[src/nni_pkg.sv]
// Package for the Newmark node integrator: constants, word types and the
// saturation helper. No dependencies.
package nni_pkg;

  localparam int NodeCount = 1024;
  localparam int FracBits  = 16;
  localparam int IdxW      = 10;
  localparam int AddrW     = 5;
  localparam int AccW      = 58;

  localparam logic [1:0] OpInit    = 2'd0;
  localparam logic [1:0] OpInfer   = 2'd1;
  localparam logic [1:0] OpAccept  = 2'd2;
  localparam logic [1:0] OpUnknown = 2'd3;

  localparam logic [2:0] RegStep  = 3'd0;
  localparam logic [2:0] RegInv   = 3'd1;
  localparam logic [2:0] RegKeep  = 3'd2;
  localparam logic [2:0] RegDispG = 3'd3;
  localparam logic [2:0] RegVelG  = 3'd4;
  localparam logic [2:0] RegGamma = 3'd5;

  typedef struct packed {
    logic signed [31:0] step_length;
    logic signed [31:0] inverse_step;
    logic signed [31:0] accel_keep_factor;
    logic signed [31:0] disp_accel_gain;
    logic signed [31:0] vel_accel_gain;
    logic signed [31:0] gamma_weight;
  } cfg_t;

  typedef struct packed {
    logic [1:0]         op;
    logic [IdxW-1:0]    node_index;
    logic signed [31:0] val_x;
    logic signed [31:0] val_y;
    logic signed [31:0] val_z;
  } node_cmd_t;

  typedef struct packed {
    logic signed [31:0] pos_x;
    logic signed [31:0] pos_y;
    logic signed [31:0] pos_z;
    logic signed [31:0] vel_x;
    logic signed [31:0] vel_y;
    logic signed [31:0] vel_z;
    logic signed [31:0] acc_x;
    logic signed [31:0] acc_y;
    logic signed [31:0] acc_z;
  } node_state_t;

  typedef enum logic [2:0] {
    StIdle, StRead, StCalc, StWrite, StDone
  } state_e;

  function automatic logic signed [31:0] sat32(input logic signed [AccW-1:0] v);
    logic signed [AccW-1:0] hi;
    logic signed [AccW-1:0] lo;
    hi = AccW'(64'sd2147483647);
    lo = AccW'(-64'sd2147483648);
    if (v > hi) begin
      sat32 = 32'sh7fffffff;
    end else if (v < lo) begin
      sat32 = 32'sh80000000;
    end else begin
      sat32 = v[31:0];
    end
  endfunction

endpackage

[src/nni_mac.sv]
// Shared rounding multiply-accumulate unit of the integrator.
// Depends on nni_pkg for the accumulator width.
module nni_mac #(
  parameter int FracBits = nni_pkg::FracBits
) (
  input  logic                             clk_i,
  input  logic signed [31:0]               a_i,
  input  logic signed [31:0]               b_i,
  input  logic signed [nni_pkg::AccW-1:0]  acc_i,
  output logic signed [nni_pkg::AccW-1:0]  sum_o
);
  localparam int AccW = nni_pkg::AccW;

  logic signed [63:0] prod_q;
  logic signed [63:0] rnd;

  always_ff @(posedge clk_i) begin
    prod_q <= 64'(a_i) * 64'(b_i);
  end

  assign rnd   = (prod_q + (64'sd1 <<< (FracBits - 1))) >>> FracBits;
  assign sum_o = acc_i + rnd[AccW-1:0];
endmodule

[config.mk]
export PLATFORM = sky130hd
export DESIGN_NAME = nni_mac
export DESIGN_NICKNAME = d
export VERILOG_FILES = /design/src/nni_pkg.sv /design/src/nni_mac.sv
export SDC_FILE = /design/constraint.sdc
export NUM_CORES = 2
export LEC_CHECK = 0
export BUFFER_PORTS_ARGS = -buffer_cell sky130_fd_sc_hd__buf_4
export CAP_MARGIN = 5
export CORE_UTILIZATION = 70
export DETAILED_ROUTE_END_ITERATION = 8
export PLACE_DENSITY_LB_ADDON = 0.05
export SYNTH_ARGS = -nofsm -noshare
export SYNTH_HDL_FRONTEND = slang
export SYNTH_SLANG_ARGS = --single-unit
[constraint.sdc]
create_clock -name clk_i -period 23.9 [get_ports clk_i]
set_input_delay 3.585 -clock clk_i [delete_from_list [all_inputs] [get_ports clk_i]]
set_output_delay 3.585 -clock clk_i [all_outputs]
set_load 0.03 [all_outputs]
==> flow_summary_export.csv <==
group,metric,value,unit
outcome,outcome,"finished, final reports clean",
layout,design_area,41790,um2
synthesis,dominantRegCellSynth,"dfxtp_1",
worst_setup_path,cpPeakStageDelay,1.05,ns
die,num_io_pins,181,
cts,postCtsSetupRepairBufs,0,
cts,clock_sinks,49,
die,dieHeight,241.4,um
timing,setup_viol,0,
synthesis,synth-simple-area-share,16.53,%
synthesis,synth_area,40110,um2
synthesis,yosysMostFrequentCell,"fa_1",
layout,largest_reg_flops,49,
worst_setup_path,path_max_fanout,32,
worst_setup_path,path_depth,23,
timing,fmax,0.08481,GHz
worst_setup_path,cp.required,24.08,ns
synthesis,synthArstFlopShare,0,%
timing,fin_crit_sh,49.34,%
drt,drt_iter0_markers,2372,
synthesis,syn_inst,4340,
global_route,grt_max_degree,33,
timing,worst_slew_pin_slew,0.8421,ns
global_route,gr-total-overflow,0,
synthesis,synth-edff-count,0,
cts,path_clk_slew,0.07,ns
synthesis,synth_fp_nets,5783,
timing,fin_crit,11.79,ns
synthesis,synth_top_family_by_area,"adder cells",
layout,post_route_cells_drive_above_1_share,4.931,%
die,initial_core_util,70.99,%
timing,rsz0062_at_grt,"false",
timing,setup_tns,0,ns
drt,postRouteAntennaNets,0,
synthesis,synthTopCellsByCount,"fa_1, inv_1, nand2_1",
die,core,56500,um2
synthesis,yosys_warnings,0,
placed_design,place_congestion,0.9525,
layout,area_growth,4.202,%
placed_design,numPortBuffers,180,
cts,cts_tree,"done",
synthesis,muxShareOfSynthArea,0,%
worst_setup_path,cpMaxStageDelayCell,"fa_1",
layout,layout.nets,5762,
die,die_area,58250,um2
worst_setup_path,worstSetupEndpointType,"flop",
cts,cts_htree_levels,2,
global_route,grt_pass1_vias,30947,
die,placementRows,87,
worst_setup_path,crit_top_cell,"fa_1",
synthesis,ys_types,64,
cts,numCtsBuffers,5,
synthesis,yosys.area.top_type,"fa_1",
die,die_w,241.4,um
worst_setup_path,timing_worst_setup_path_type,"in2reg",
drt,wl_per_cell,20.96,um
synthesis,synth_area_leaders,"fa_1, inv_1, and2_1, ha_1, nand2_1",
synthesis,synth_seq_cells,49,
cts,cts_root_buf,"clkbuf_16",
worst_setup_path,critPathArrivalTime,11.97,ns
placed_design,placed_area,41630,um2
worst_hold_path,hp-class,"in2reg",
cts,holdBufCountCts,0,
synthesis,synthAdderAreaFrac,61.43,%
synthesis,yosysTopAreaCellShare,54.01,%
synthesis,synth_compound_area_share,5.079,%
timing,finalHoldViolCount,0,
worst_setup_path,cp_top_family,"adder cells",
worst_setup_path,cp-start-kind,"input pin",
drt,vias,29540,
cts,clk_path_buf_depth,2,
cts,cts_resized,0,
flow_run,max-cap-violations,0,
worst_setup_path,worst-path-buf-inv,4,
synthesis,synthXorXnorAreaFrac,3.519,%
layout,top_register,"prod_q",
global_route,grt_util_all_layers,38.75,%
synthesis,yosysSeqAreaShare,2.446,%
worst_hold_path,hold_depth,7,
global_route,antenna_found_initial,2,
global_route,grt_pass1_wl,169300,um
timing,slew_violations,0,
layout,top_regs,"prod_q (49)",
drt,drt_wl_total,106400,um
drt,viasPerCell,5.817,
worst_setup_path,cp_cell_sequence,"buf_4 > nand2_1 > inv_1 > fa_1 > fa_1 > fa_1 > fa_1 > inv_1 > fa_1 > fa_1 > fa_1 > fa_1 > inv_1 > ha_1 > a21o_1 > a21o_1 > a21o_1 > a211oi_1 > o31ai_2 > o41a_1 > and2_1 > a311oi_1 > xnor2_1",
placed_design,dp_hpwl,81880,um
drt,first_pass_iters,6,
timing,max_slew_margin,43.45,%
synthesis,syn_area_per_cell,9.241,um2
drt,route.detailed.drc,0,
final timing paths:
| path | start | to | slack, ns |
|---|---|---|---|
| setup / recovery | b_i[2] | prod_q[63]$_DFF_P_ | 12.11 |
| hold / removal | b_i[1] | prod_q[16]$_DFF_P_ | 4.54 |
cell usage in the layout (no fill, tap or decap), types with 5 or more instances in the layout:
| cell type | instances |
|---|---|
| or2_2 | 5 |
| a21o_1 | 76 |
| o21a_1 | 12 |
| and4_1 | 8 |
| clkbuf_16 | 5 |
| dfxtp_1 | 49 |
| nand2b_1 | 17 |
| and2_1 | 513 |
| xor2_1 | 50 |
| nand4_1 | 31 |
| nand2_1 | 559 |
| nor3_1 | 15 |
| a31oi_1 | 11 |
| o21ai_0 | 51 |
| nand3_1 | 29 |
| a211oi_1 | 10 |
| o21bai_1 | 5 |
| xnor2_1 | 108 |
| a21oi_1 | 105 |
| inv_1 | 965 |
| ha_1 | 238 |
| nor2b_1 | 15 |
| nor2_1 | 97 |
| and3_1 | 10 |
| fa_1 | 1082 |
| buf_4 | 182 |
stage by stage:
stage / hold WS (ns) / instances / utilization [%] / setup slack (ns)
6_report: 4.538 / 5078 / 73.97 / 12.11
5_1_grt: 4.653 / 5076 / 73.96 / 11.74
4_1_cts: 4.494 / 5076 / 73.96 / 12.15
3_5_place_dp: 4.308 / 5068 / 73.69 / 11.82
3_3_place_gp: 4.310 / 5068 / 73.69 / 11.93
2_1_floorplan: 4.093 / 4340 / - / 12.74
per-layer routing:
layer	share of wire (%)	up-vias	global-route usage [%]
met4	3.0	2	10.28
met3	13	225	10.57
li1	-	12657	-
met2	45	1688	59.67
met5	0.012	-	0
met1	39	14968	54.81
cells by family after synthesis:
group / count (synthesis)
fa+ha+maj: 1320
xor+xnor: 159
flops: 49
compound gates: 317
buf+inv: 1175
simple gates: 1320
layout make-up:
type	count	area (um2)
clock buffers	6	138.9
flip-flops and latches	49	980.9
fillers	4281	14700
inverters	965	3622
multi-input cells	3116	34710
repair buffers	182	1366
clock inverters	2	17.52
diodes	2	5.005
well taps	756	945.9
Power is not shown: default switching activity piles up to over one toggle a cycle in this logic, so the estimate is an artifact.
